### src/hdl/lsp_pkg.sv
package lsp_pkg;

   // fixed field widths
   localparam int DATA_WIDTH = 32;
   localparam int CAP_WIDTH = 7;
   localparam int POS_WIDTH = 7;
   localparam int MODE_WIDTH = 2;
   localparam int STATUS_WIDTH = 2;

   // storage defaults
   localparam int DEFAULT_DEPTH = 64;
   localparam logic [CAP_WIDTH-1:0] CAPACITY_RESET = 7'd64;

   // request operations
   typedef enum logic [MODE_WIDTH-1:0] {
      MODE_PUSH = 2'd0,
      MODE_POP  = 2'd1,
      MODE_PEEK = 2'd2,
      MODE_NOP  = 2'd3
   } mode_type;

   // result codes
   typedef enum logic [STATUS_WIDTH-1:0] {
      ST_OK        = 2'd0,
      ST_OVERFLOW  = 2'd1,
      ST_UNDERFLOW = 2'd2,
      ST_BAD_POS   = 2'd3
   } status_type;

   // controller to datapath
   typedef struct packed {
      logic exec;
      logic load;
   } ctrl_cmd_type;

   // datapath to controller
   typedef struct packed {
      logic out_free;
   } dp_status_type;

endpackage

### src/hdl/lsp_req_if.sv
interface lsp_req_if import lsp_pkg::*; ();

   logic                         valid;
   logic                         ready;
   logic [MODE_WIDTH-1:0]        mode;
   logic signed [DATA_WIDTH-1:0] push_value;
   logic [POS_WIDTH-1:0]         position;

   modport source (output valid, output mode, output push_value, output position,
                   input ready);
   modport sink (input valid, input mode, input push_value, input position,
                 output ready);

endinterface

### src/hdl/lsp_rsp_if.sv
interface lsp_rsp_if import lsp_pkg::*; ();

   logic                         valid;
   logic                         ready;
   logic signed [DATA_WIDTH-1:0] read_value;
   logic [STATUS_WIDTH-1:0]      status;
   logic                         is_empty;
   logic                         is_full;

   modport source (output valid, output read_value, output status, output is_empty,
                   output is_full, input ready);
   modport sink (input valid, input read_value, input status, input is_empty,
                 input is_full, output ready);

endinterface

### src/hdl/lifo_stack_with_peek_unit.sv
// the request is executed into the pending registers, then loaded into the output register
// the controller alternates transfer and output load; no new request is taken before the load
// the load waits while the output register holds a result not yet taken
// a new request is taken while the previous result waits in the output register
// reset (synchronous, active high) empties the stack and sets capacity to 64;
// stored words are not cleared
module lifo_stack_with_peek_unit import lsp_pkg::*; #(
   parameter int DEPTH = DEFAULT_DEPTH
) (
   input  logic                 clock,
   input  logic                 reset,
   lsp_req_if.sink              req_if,
   lsp_rsp_if.source            rsp_if,
   input  logic                 csr_wr_en,
   input  logic [CAP_WIDTH-1:0] csr_wr_data
);

   ctrl_cmd_type  cmd;
   dp_status_type dp_stat;

   // sequencing
   lsp_ctrl u_ctrl (
      .clock     (clock),
      .reset     (reset),
      .req_valid (req_if.valid),
      .req_ready (req_if.ready),
      .dp_stat   (dp_stat),
      .cmd       (cmd)
   );

   // stack storage and result path
   lsp_datapath #(
      .DEPTH (DEPTH)
   ) u_datapath (
      .clock          (clock),
      .reset          (reset),
      .cmd            (cmd),
      .dp_stat        (dp_stat),
      .req_mode       (req_if.mode),
      .req_push_value (req_if.push_value),
      .req_position   (req_if.position),
      .csr_wr_en      (csr_wr_en),
      .csr_wr_data    (csr_wr_data),
      .rsp_valid      (rsp_if.valid),
      .rsp_ready      (rsp_if.ready),
      .rsp_read_value (rsp_if.read_value),
      .rsp_status     (rsp_if.status),
      .rsp_is_empty   (rsp_if.is_empty),
      .rsp_is_full    (rsp_if.is_full)
   );

endmodule

### src/hdl/lsp_ctrl.sv
module lsp_ctrl import lsp_pkg::*; (
   input  logic          clock,
   input  logic          reset,
   input  logic          req_valid,
   output logic          req_ready,
   input  dp_status_type dp_stat,
   output ctrl_cmd_type  cmd
);

   typedef enum logic {
      S_IDLE,
      S_LOAD
   } state_type;

   state_type state_ff;
   logic      ready_ff;

   // state and registered ready
   always_ff @(posedge clock) begin
      if (reset) begin
         state_ff <= S_IDLE;
         ready_ff <= 1'b1;
      end else begin
         unique case (state_ff)
            S_IDLE: begin
               if (req_valid && ready_ff) begin
                  state_ff <= S_LOAD;
                  ready_ff <= 1'b0;
               end
            end
            S_LOAD: begin
               if (dp_stat.out_free) begin
                  state_ff <= S_IDLE;
                  ready_ff <= 1'b1;
               end
            end
         endcase
      end
   end

   // commands to the datapath
   assign req_ready = ready_ff;
   assign cmd.exec  = req_valid && ready_ff;
   assign cmd.load  = (state_ff == S_LOAD) && dp_stat.out_free;

endmodule

### src/hdl/lsp_datapath.sv
module lsp_datapath import lsp_pkg::*; #(
   parameter int DEPTH = DEFAULT_DEPTH
) (
   input  logic                         clock,
   input  logic                         reset,
   input  ctrl_cmd_type                 cmd,
   output dp_status_type                dp_stat,
   input  logic [MODE_WIDTH-1:0]        req_mode,
   input  logic signed [DATA_WIDTH-1:0] req_push_value,
   input  logic [POS_WIDTH-1:0]         req_position,
   input  logic                         csr_wr_en,
   input  logic [CAP_WIDTH-1:0]         csr_wr_data,
   output logic                         rsp_valid,
   input  logic                         rsp_ready,
   output logic signed [DATA_WIDTH-1:0] rsp_read_value,
   output logic [STATUS_WIDTH-1:0]      rsp_status,
   output logic                         rsp_is_empty,
   output logic                         rsp_is_full
);

   localparam int AW = $clog2(DEPTH);
   localparam int CW = $clog2(DEPTH + 1);
   localparam int CMPW = (CW > CAP_WIDTH) ? CW : CAP_WIDTH;
   localparam logic [CMPW-1:0] DEPTH_EXT = CMPW'(DEPTH);

   // stack storage
   logic [DATA_WIDTH-1:0] mem [DEPTH];
   logic [DATA_WIDTH-1:0] rd_data_ff;

   // control state
   logic [CW-1:0]        count_ff;
   logic [CAP_WIDTH-1:0] capacity_ff;
   logic                 rsp_valid_ff;

   // values held between execute and output load
   status_type pend_status_ff;
   logic       pend_mem_ff;
   logic       pend_empty_ff;
   logic       pend_full_ff;

   // output register
   logic signed [DATA_WIDTH-1:0] rsp_read_value_ff;
   status_type                   rsp_status_ff;
   logic                         rsp_is_empty_ff;
   logic                         rsp_is_full_ff;

   // execute-stage decode
   mode_type      mode_in;
   logic [CMPW-1:0] cnt_ext;
   logic [CMPW-1:0] pos_ext;
   logic [CMPW-1:0] cap_eff;
   logic [CMPW-1:0] slot;
   logic [CW-1:0]   count_in;
   status_type      status_in;
   logic            use_mem_in;
   logic            wr_en_in;
   logic [AW-1:0]   rd_addr;
   logic            empty_in;
   logic            full_in;

   always_comb begin
      mode_in    = mode_type'(req_mode);
      cnt_ext    = CMPW'(count_ff);
      pos_ext    = CMPW'(req_position);
      cap_eff    = (CMPW'(capacity_ff) > DEPTH_EXT) ? DEPTH_EXT : CMPW'(capacity_ff);
      slot       = cnt_ext - CMPW'(1);
      count_in   = count_ff;
      status_in  = ST_OK;
      use_mem_in = 1'b0;
      wr_en_in   = 1'b0;
      unique case (mode_in)
         MODE_PUSH: begin
            if (cnt_ext >= cap_eff) begin
               status_in = ST_OVERFLOW;
            end else begin
               wr_en_in = 1'b1;
               count_in = count_ff + CW'(1);
            end
         end
         MODE_POP: begin
            if (count_ff == '0) begin
               status_in = ST_UNDERFLOW;
            end else begin
               use_mem_in = 1'b1;
               count_in   = count_ff - CW'(1);
            end
         end
         MODE_PEEK: begin
            slot = cnt_ext - pos_ext;
            if (pos_ext == '0 || pos_ext > cnt_ext) begin
               status_in = ST_BAD_POS;
            end else begin
               use_mem_in = 1'b1;
            end
         end
         MODE_NOP: begin
         end
      endcase
      rd_addr  = slot[AW-1:0];
      empty_in = (count_in == '0);
      full_in  = (CMPW'(count_in) >= cap_eff);
   end

   // memory: at most one write and one registered read per request
   always_ff @(posedge clock) begin
      if (cmd.exec && wr_en_in) begin
         mem[count_ff[AW-1:0]] <= req_push_value;
      end
      if (cmd.exec) begin
         rd_data_ff <= mem[rd_addr];
      end
   end

   // control registers
   always_ff @(posedge clock) begin
      if (reset) begin
         count_ff     <= '0;
         capacity_ff  <= CAPACITY_RESET;
         rsp_valid_ff <= 1'b0;
      end else begin
         if (csr_wr_en) begin
            capacity_ff <= csr_wr_data;
         end
         if (cmd.exec) begin
            count_ff <= count_in;
         end
         if (cmd.load) begin
            rsp_valid_ff <= 1'b1;
         end else if (rsp_ready) begin
            rsp_valid_ff <= 1'b0;
         end
      end
   end

   // payload registers
   always_ff @(posedge clock) begin
      if (cmd.exec) begin
         pend_status_ff <= status_in;
         pend_mem_ff    <= use_mem_in;
         pend_empty_ff  <= empty_in;
         pend_full_ff   <= full_in;
      end
      if (cmd.load) begin
         rsp_read_value_ff <= pend_mem_ff ? rd_data_ff : '1;
         rsp_status_ff     <= pend_status_ff;
         rsp_is_empty_ff   <= pend_empty_ff;
         rsp_is_full_ff    <= pend_full_ff;
      end
   end

   // output register is free when empty or being taken
   assign dp_stat.out_free = !rsp_valid_ff || rsp_ready;

   assign rsp_valid      = rsp_valid_ff;
   assign rsp_read_value = rsp_read_value_ff;
   assign rsp_status     = rsp_status_ff;
   assign rsp_is_empty   = rsp_is_empty_ff;
   assign rsp_is_full    = rsp_is_full_ff;

endmodule
### src/flat_wrapper.sv
// flat-port wrapper written by rule: the top's interface ports become plain ports
module lifo_stack_with_peek_unit_flat import lsp_pkg::*;
#(
   parameter int DEPTH = DEFAULT_DEPTH
)
  (clock, reset, csr_wr_en, csr_wr_data, req_if_valid, req_if_mode, req_if_push_value, req_if_position, req_if_ready, rsp_if_valid, rsp_if_read_value, rsp_if_status, rsp_if_is_empty, rsp_if_is_full, rsp_if_ready);
  lsp_req_if req_if_i ();
  lsp_rsp_if rsp_if_i ();
  input  logic clock;
  input  logic reset;
  input  logic csr_wr_en;
  input  logic [CAP_WIDTH-1:0] csr_wr_data;
  input wire logic [$bits(req_if_i.valid)-1:0] req_if_valid;
  input wire logic [$bits(req_if_i.mode)-1:0] req_if_mode;
  input wire logic [$bits(req_if_i.push_value)-1:0] req_if_push_value;
  input wire logic [$bits(req_if_i.position)-1:0] req_if_position;
  output wire logic [$bits(req_if_i.ready)-1:0] req_if_ready;
  output wire logic [$bits(rsp_if_i.valid)-1:0] rsp_if_valid;
  output wire logic [$bits(rsp_if_i.read_value)-1:0] rsp_if_read_value;
  output wire logic [$bits(rsp_if_i.status)-1:0] rsp_if_status;
  output wire logic [$bits(rsp_if_i.is_empty)-1:0] rsp_if_is_empty;
  output wire logic [$bits(rsp_if_i.is_full)-1:0] rsp_if_is_full;
  input wire logic [$bits(rsp_if_i.ready)-1:0] rsp_if_ready;
  assign req_if_i.valid = req_if_valid;
  assign req_if_i.mode = req_if_mode;
  assign req_if_i.push_value = req_if_push_value;
  assign req_if_i.position = req_if_position;
  assign req_if_ready = req_if_i.ready;
  assign rsp_if_valid = rsp_if_i.valid;
  assign rsp_if_read_value = rsp_if_i.read_value;
  assign rsp_if_status = rsp_if_i.status;
  assign rsp_if_is_empty = rsp_if_i.is_empty;
  assign rsp_if_is_full = rsp_if_i.is_full;
  assign rsp_if_i.ready = rsp_if_ready;
  lifo_stack_with_peek_unit #(.DEPTH(DEPTH)) u_core (.clock(clock), .reset(reset), .req_if(req_if_i), .rsp_if(rsp_if_i), .csr_wr_en(csr_wr_en), .csr_wr_data(csr_wr_data));
endmodule
### config.mk
export PLATFORM = sky130hd
export DESIGN_NAME = lifo_stack_with_peek_unit_flat
export DESIGN_NICKNAME = d
export VERILOG_FILES = /design/src/hdl/lsp_pkg.sv /design/src/hdl/lsp_req_if.sv /design/src/hdl/lsp_rsp_if.sv /design/src/hdl/lifo_stack_with_peek_unit.sv /design/src/hdl/lsp_ctrl.sv /design/src/hdl/lsp_datapath.sv /design/src/flat_wrapper.sv
export SDC_FILE = /design/constraint.sdc
export NUM_CORES = 2
export LEC_CHECK = 0
export BUFFER_PORTS_ARGS = -buffer_cell sky130_fd_sc_hd__buf_4
export CAP_MARGIN = 15
export CORE_MARGIN = 2
export CORE_UTILIZATION = 55
export CTS_CLUSTER_SIZE = 12
export DETAILED_ROUTE_END_ITERATION = 8
export GPL_ROUTABILITY_DRIVEN = 1
export HOLD_SLACK_MARGIN = 0.12
export PLACE_DENSITY_LB_ADDON = 0.12
export SLEW_MARGIN = 10
export SYNTH_ARGS = -nofsm -noshare
export SYNTH_HDL_FRONTEND = slang
export SYNTH_SLANG_ARGS = --single-unit
### constraint.sdc
create_clock -name clock -period 8 [get_ports clock]
set_input_delay 0.8 -clock clock [delete_from_list [all_inputs] [get_ports clock]]
set_output_delay 0.8 -clock clock [all_outputs]
set_load 0.05 [all_outputs]
After elaboration in Yosys (flattened, before gate mapping)
Memories as Yosys holds them, arrays and structs flattened. A register that Yosys moved wholly into a read port is not among the register bits.
Cells that the tools add are included.
- memory bits (writable): 2048
- input bits: 53
- register bits: 58
- logic and storage cells: 62
- memories: 1
- memories (name ; words ; bits a word ; read ports ; clocked after Yosys merged registers in ; wr ports ; RTL line ; text):
    u_core.u_datapath.mem ; 64 ; 32 ; 1 ; 1 ; 1 ; lsp_datapath.sv:27 ; logic [DATA_WIDTH-1:0] mem [DEPTH];
- bitwise operators: 1
- equality and inequality tests: 4
- add/subtract/negate cells: 3
- multiplexer cells: 24
- $lt $le $gt $ge: 4
- reduce and logical (&&, ||, !) cells: 12
- operator list (kind ; number):
    logical NOT 7 bit ; 3
    two-way mux 7 bit ; 3
    >= comparator 7 bit ; 2
    one-hot mux 7 bit (2 select lines) ; 1
    two-way mux 1 bit ; 13
    adder 7 x 1 -> 7 bit (second input constant) ; 1
    greater-than comparator 7 bit ; 1
    greater-than comparator 7 bit (second input constant) ; 1
    subtractor 7 x 1 -> 7 bit (second input constant) ; 1
    two-way mux 6 bit ; 1
    one-hot mux 1 bit (2 select lines) ; 3
    one-hot mux 2 bit (3 select lines) ; 1
    subtractor 6 bit ; 1
    two-way mux 2 bit ; 2
    inequality test 2 bit (second input constant) ; 2
    logical AND 1 bit ; 3
    equality test 2 x 1 -> 1 bit (second input constant) ; 1
    equality test 2 bit (second input constant) ; 1
    logical NOT 2 bit ; 1
    logical OR 1 bit ; 2
    AND reduction 2 bit ; 1
    nonzero test 2 bit ; 1
    logical NOT 1 bit ; 1
    NOT 1 bit ; 1

Logic depth before layout (Yosys ltp)
- depth after elaboration: 8
- gate-level depth with buffers: 17

Modules after synthesis
Synthesis repeated with hierarchy kept, for this count alone.
- cell total of the unflattened synthesis: 4727
- area, all modules: 87512.7 µm²
- modules (own cells, without submodules) (module ; area an instance (µm²) ; instances ; sequential area each (µm²) ; cells each):
    lsp_datapath ; 87421.3 ; 1 ; 63991.4 ; 4718
    lsp_ctrl ; 91.3 ; 1 ; 40.0 ; 9

Worst setup path before layout
Ideal clock, no wire load.
- kind: input -> register
- start: input req_if_valid
- end: memory u_core.u_datapath.mem[33][0] (enable)
- data required time: 7579 ps
- cell stages on the path: 4
- path slack: 3889 ps
- path buffers: 0
- arrival time: 3690 ps
- cell sequence: nand2_1 inv_1 nand4_1 nor2_1
- RTL lines (what ; RTL line ; text):
    start: declaration ; flat_wrapper.sv:13 ; input wire logic [$bits(req_if_i.valid)-1:0] req_if_valid;
    end: declaration ; lsp_datapath.sv:27 ;

Worst setup path after layout
- start: register u_core.u_datapath.count_ff[0] (netlist: u_core.u_datapath.cnt_ext[0])
- end: memory u_core.u_datapath.mem[42][1] (enable)
- longest elaborated chain between the ends: 6
- ends and longest elaborated chain (what ; RTL line ; text):
    start: declaration ; lsp_datapath.sv:31 ; logic [CW-1:0] count_ff;
    start signal: assignment ; lsp_datapath.sv:125 ; count_ff <= count_in;
    >= comparator 7 bit ; lsp_datapath.sv:73 ; if (cnt_ext >= cap_eff) begin
    two-way mux 1 bit ; lsp_datapath.sv:73 ;
    two-way mux 1 bit ; lsp_datapath.sv:71 ; unique case (mode_in)
    logical AND 1 bit ; lsp_datapath.sv:106 ; if (cmd.exec && wr_en_in) begin
    two-way mux 1 bit ; lsp_datapath.sv:106 ;
    two-way mux 1 bit (not written as such) ; lsp_datapath.sv:107 ; mem[count_ff[AW-1:0]] <= req_push_value;
Several ways; a longest one is shown, not always the timed one.

==> impl_summary.log <==
[metrics] run status: complete, no violations
[metrics] number of levels in the clock H-tree: 4
[metrics] worst relative slew slack: 17.15%
[metrics] static leakage: 29.60 nW
[metrics] # fillers: 10133
[metrics] Primary FF master, synth: edfxtp_1
[metrics] total number of nets in the final design: 3961
[metrics] Row Count: 142
[metrics] GR Overflow Total: 0
[metrics] clock root cell: clkbuf_16
[metrics] hold_buf cts: 0
[metrics] total nets after synthesis: 3740
[metrics] clock sink count: 2138
[metrics] number of warnings issued by yosys: 0
[metrics] first-pass GRT wire length: 294.2 mm
[metrics] setup repair after global routing missed its margin: false
[metrics] most utilized layer in the global route result: met2
[metrics] routability cong.: 0.8511
[metrics] starting density of the core: 55.52%
[metrics] clock-pin slew on the worst setup and hold paths: 0.05 ns
[metrics] die area: 154900 sq um
[metrics] max frequency: about 0.19 GHz
[metrics] x dimension of the die: 393.5 um
[metrics] element type at the critical path end: register
[metrics] cells on worst reg2reg path: 9
[metrics] number of remaining DRC errors: 0
[metrics] area post-placement: roughly 87000 sq um
[metrics] actual transition at the worst max-transition pin: around 1.2 ns
[metrics] path type of the worst min-delay path: primary input to register
[metrics] M2 GR Usage: a little over two fifths
[metrics] hold slack: 0.2204 ns
[metrics] post-synthesis area per instance: roughly 23 sq um
[metrics] TritonCTS buffer count: 210
[metrics] most frequent cells after synthesis: edfxtp_1 (2121), mux4_2 (512), mux2i_1 (486)
[metrics] number of flops mapped to enable cells by yosys: 2121
[metrics] area grow syn2layout: 11.56%
[metrics] largest cells by area after synthesis: edfxtp_1 (76%), mux4_2 (14%), mux2i_1 (5.8%)
[metrics] setup TNS after final layout: 0 ns
[metrics] depth of the worst hold-timing path: 3
[metrics] clock latency at the later pin of the worst-skew pair: between 0.8 and 0.9 ns
[metrics] detailed-routing iteration count for the pre-antenna-repair pass: 6
[metrics] total power density per cell area: 263.7 nW/um^2
[metrics] number of top-level pins: 91
[metrics] synthesized flop and latch total: 2138
[metrics] Final Hold Fails: 0
[metrics] netlist area before placement: 83450 sq um
[metrics] post-CTS resize count: 0
[metrics] y dimension of the die: 393.5 um
[metrics] total wire length: 207.8 mm
[metrics] largest fanout of any net on the critical path: 20
[metrics] post-route clock period utilization: 65.38%
[metrics] largest net degree at the start of global routing: around 130
[metrics] area share of the largest cell type after synthesis: roughly three quarters
[metrics] required time of the worst setup path: 8.49 ns
[metrics] fin crit period: 5.230 ns
[metrics] share of synthesized flip-flops with an asynchronous set or reset: 0%
[metrics] Starting DRT DRC Count: about 5200
[metrics] max-capacitance violation count: 0
[metrics] met1 track demand over resource in global routing: 39.37%
[metrics] delay contributed by the slowest stage of the critical path: 1.28 ns
[metrics] detail-routed net length per standard cell: about 34 um
[metrics] estimated wirelength of the detail-placed design: around 110 mm
[metrics] critical hold path startpoint: csr_wr_data[4]
[metrics] clock tree buffer depth: 3
[metrics] destination of the worst register-to-register timing path: u_core.u_datapath.mem[42][1]
[metrics] final core occ: 61.94%
[metrics] vias per std cell: 6.548
[metrics] antenna violations before repair: 16
[metrics] CP max stage cell: nor2_4
[metrics] aggregate global-route resource usage: 26.95%
[metrics] cell with the most instances after synthesis: edfxtp_1
[metrics] peak supply drop: 0.2402 mV
[metrics] count of mapped cells out of synthesis: around 3700
[metrics] remaining number of nets flagged by the antenna check after routing: 0
[metrics] endpoint of the worst hold path: u_core.u_datapath.capacity_ff[4]
[metrics] total of buffers placed on input and output ports: 90
[metrics] core area: 150300 sq um
[metrics] Max Clock Skew: between 0.03 and 0.04 ns
[metrics] setup violators final: 0
[metrics] reg-to-reg critical path startpoint: u_core.u_datapath.cnt_ext[0]
[metrics] CP arrival: 5.72 ns
[metrics] fraction of met3 tracks used by global routing: 5.330%
[metrics] via count: 39464
[metrics] number of max-slew violations in the final report: 0
[metrics] number of global-route vias before repair: 39882
[metrics] setup slack, reg-to-reg: 2.77 ns
[metrics] startpoint kind of the worst setup timing path: register
[metrics] number of buffers inserted to repair setup after CTS: 0
[metrics] cells along the critical path: inv_2 -> ha_1 -> nor2b_1 -> o21a_1 -> o211ai_1 -> nor3_1 -> nand3_1 -> nor2_4 -> buf_4
[metrics] classification of the worst setup path: register to register
[metrics] largest area contributor in the netlist: edfxtp_1
[metrics] clock tree from TritonCTS: built
[metrics] post-synthesis sequential area ratio: roughly 77%
[metrics] proportion of layout cells with a drive suffix above 1: 25.67%
[metrics] post-route standard cell area excluding fillers: 93100 sq um
[metrics] number of distinct library cell variants in the gate-level netlist after synthesis: 55
-- state kept, by name, indices dropped and copies added, names as in the netlist --
register,cells
u_core.u_datapath.mem,2048
u_core.u_datapath.rd_data_ff,32
u_core.u_datapath.rsp_read_value,32
u_core.u_datapath.capacity_ff,7
u_core.u_datapath.cnt_ext,7
u_core.u_datapath.pend_status_ff,2
u_core.u_datapath.rsp_status,2
u_core.u_ctrl.req_ready,1
u_core.u_ctrl.state_ff,1
u_core.u_datapath.pend_empty_ff,1
u_core.u_datapath.pend_full_ff,1
u_core.u_datapath.pend_mem_ff,1
u_core.u_datapath.rsp_is_empty,1
u_core.u_datapath.rsp_is_full,1
u_core.u_datapath.rsp_valid,1
-- worst max-delay path: cells and delay by family, from the launching register on --
kind / cells / cell delay, ns
compound gates: 2 / 0.43
buf+inv: 2 / 0.72
fa+ha+maj: 1 / 0.34
flops: 1 / 0.64
simple gates: 4 / 2.72
-- through the flow --
| stage | power, W | worst slack (ns) | instances |
|---|---|---|---|
| after global routing | 0.02530 | 2.512 | 6017 |
| after CTS | 0.02468 | 2.852 | 6016 |
| final | 0.02455 | 2.770 | 6027 |
| after detailed placement | 0.01595 | 2.339 | 5681 |
| after global placement | 0.01590 | 2.398 | 5681 |
| after floorplan | 0.01485 | 3.889 | 3656 |
-- cell families (layout without fill, tap and decap cells) --
group	Yosys count	count (layout)	synth area share [%]
muxes	1000	1000	19.68
DFF	2138	2138	76.73
AOI/OAI and AO/OA	74	74	0.5907
other	0	11	0
adders and majority gates	32	32	0.4858
buffers and inverters	211	555	1.342
xor gates and xnor gates	6	6	0.06297
and+or+nand+nor	195	195	1.112
-- worst max-delay path by stage --
stage                                 start                          endpoint  slack (ns)  cells after the start
2_1_floorplan                  req_if_valid      u_core.u_datapath.mem[33][0]        3.89                      4
3_3_place_gp                 req_if_mode[0]  u_core.u_datapath.rd_data_ff[15]        2.40                     11
3_5_place_dp                 req_if_mode[0]  u_core.u_datapath.rd_data_ff[15]        2.34                     11
4_1_cts        u_core.u_datapath.cnt_ext[0]  u_core.u_datapath.rd_data_ff[15]        2.85                     13
5_1_grt        u_core.u_datapath.cnt_ext[0]      u_core.u_datapath.mem[42][1]        2.51                      9
6_report       u_core.u_datapath.cnt_ext[0]      u_core.u_datapath.mem[42][1]        2.77                      9
-- cells in the final DEF, fill, tap and decap left out, types with 5 or more instances in the layout --
cell type / netlist / routed
edfxtp_1: 2121 / 2121
mux4_2: 512 / 512
mux2i_1: 486 / 486
clkbuf_16: 0 / 215
buf_4: 56 / 182
nor2_4: 0 / 64
clkbuf_1: 29 / 60
nand2_1: 36 / 36
nand2b_1: 35 / 35
clkinv_1: 0 / 35
ha_1: 30 / 30
inv_1: 24 / 23
nor2_1: 84 / 20
a21oi_1: 20 / 18
dfxtp_1: 17 / 17
clkinv_2: 0 / 13
nand3_1: 12 / 12
diode_2: 0 / 11
buf_12: 0 / 11
o21ai_0: 9 / 9
o21a_1: 6 / 6
inv_6: 0 / 6
nor3_1: 5 / 5
xnor2_1: 5 / 5
-- routing by layer --
| layer | wire length, um | up-vias |
|---|---|---|
| met5 | 40 | - |
| met2 | 99950 | 1864 |
| li1 | - | 15827 |
| met1 | 85030 | 21434 |
| met3 | 18000 | 331 |
| met4 | 4790 | 8 |
-- final cells by class --
| cell class | count | area (sq um) | share of cell area (%) |
|---|---|---|---|
| well taps | 2016 | 2522 | 2.709 |
| clock inverters | 60 | 367.9 | 0.3951 |
| inverters | 27 | 102.6 | 0.1102 |
| multi-input cells | 1307 | 18850 | 20.25 |
| diodes | 11 | 27.53 | 0.02957 |
| repair buffers | 193 | 1587 | 1.704 |
| clock buffers | 275 | 5605 | 6.021 |
| flip-flops and latches | 2138 | 64030 | 68.78 |
-- power by group --
part / leakage, nW / internal, W / total (W) / switching, W
logic: 7.48 / 0.00132 / 0.00316 / 0.00183
clock network: 2.90 / 0.00489 / 0.00883 / 0.00394
registers: 19.2 / 0.0124 / 0.0126 / 0.000120
(Power assumes the default switching activity.)
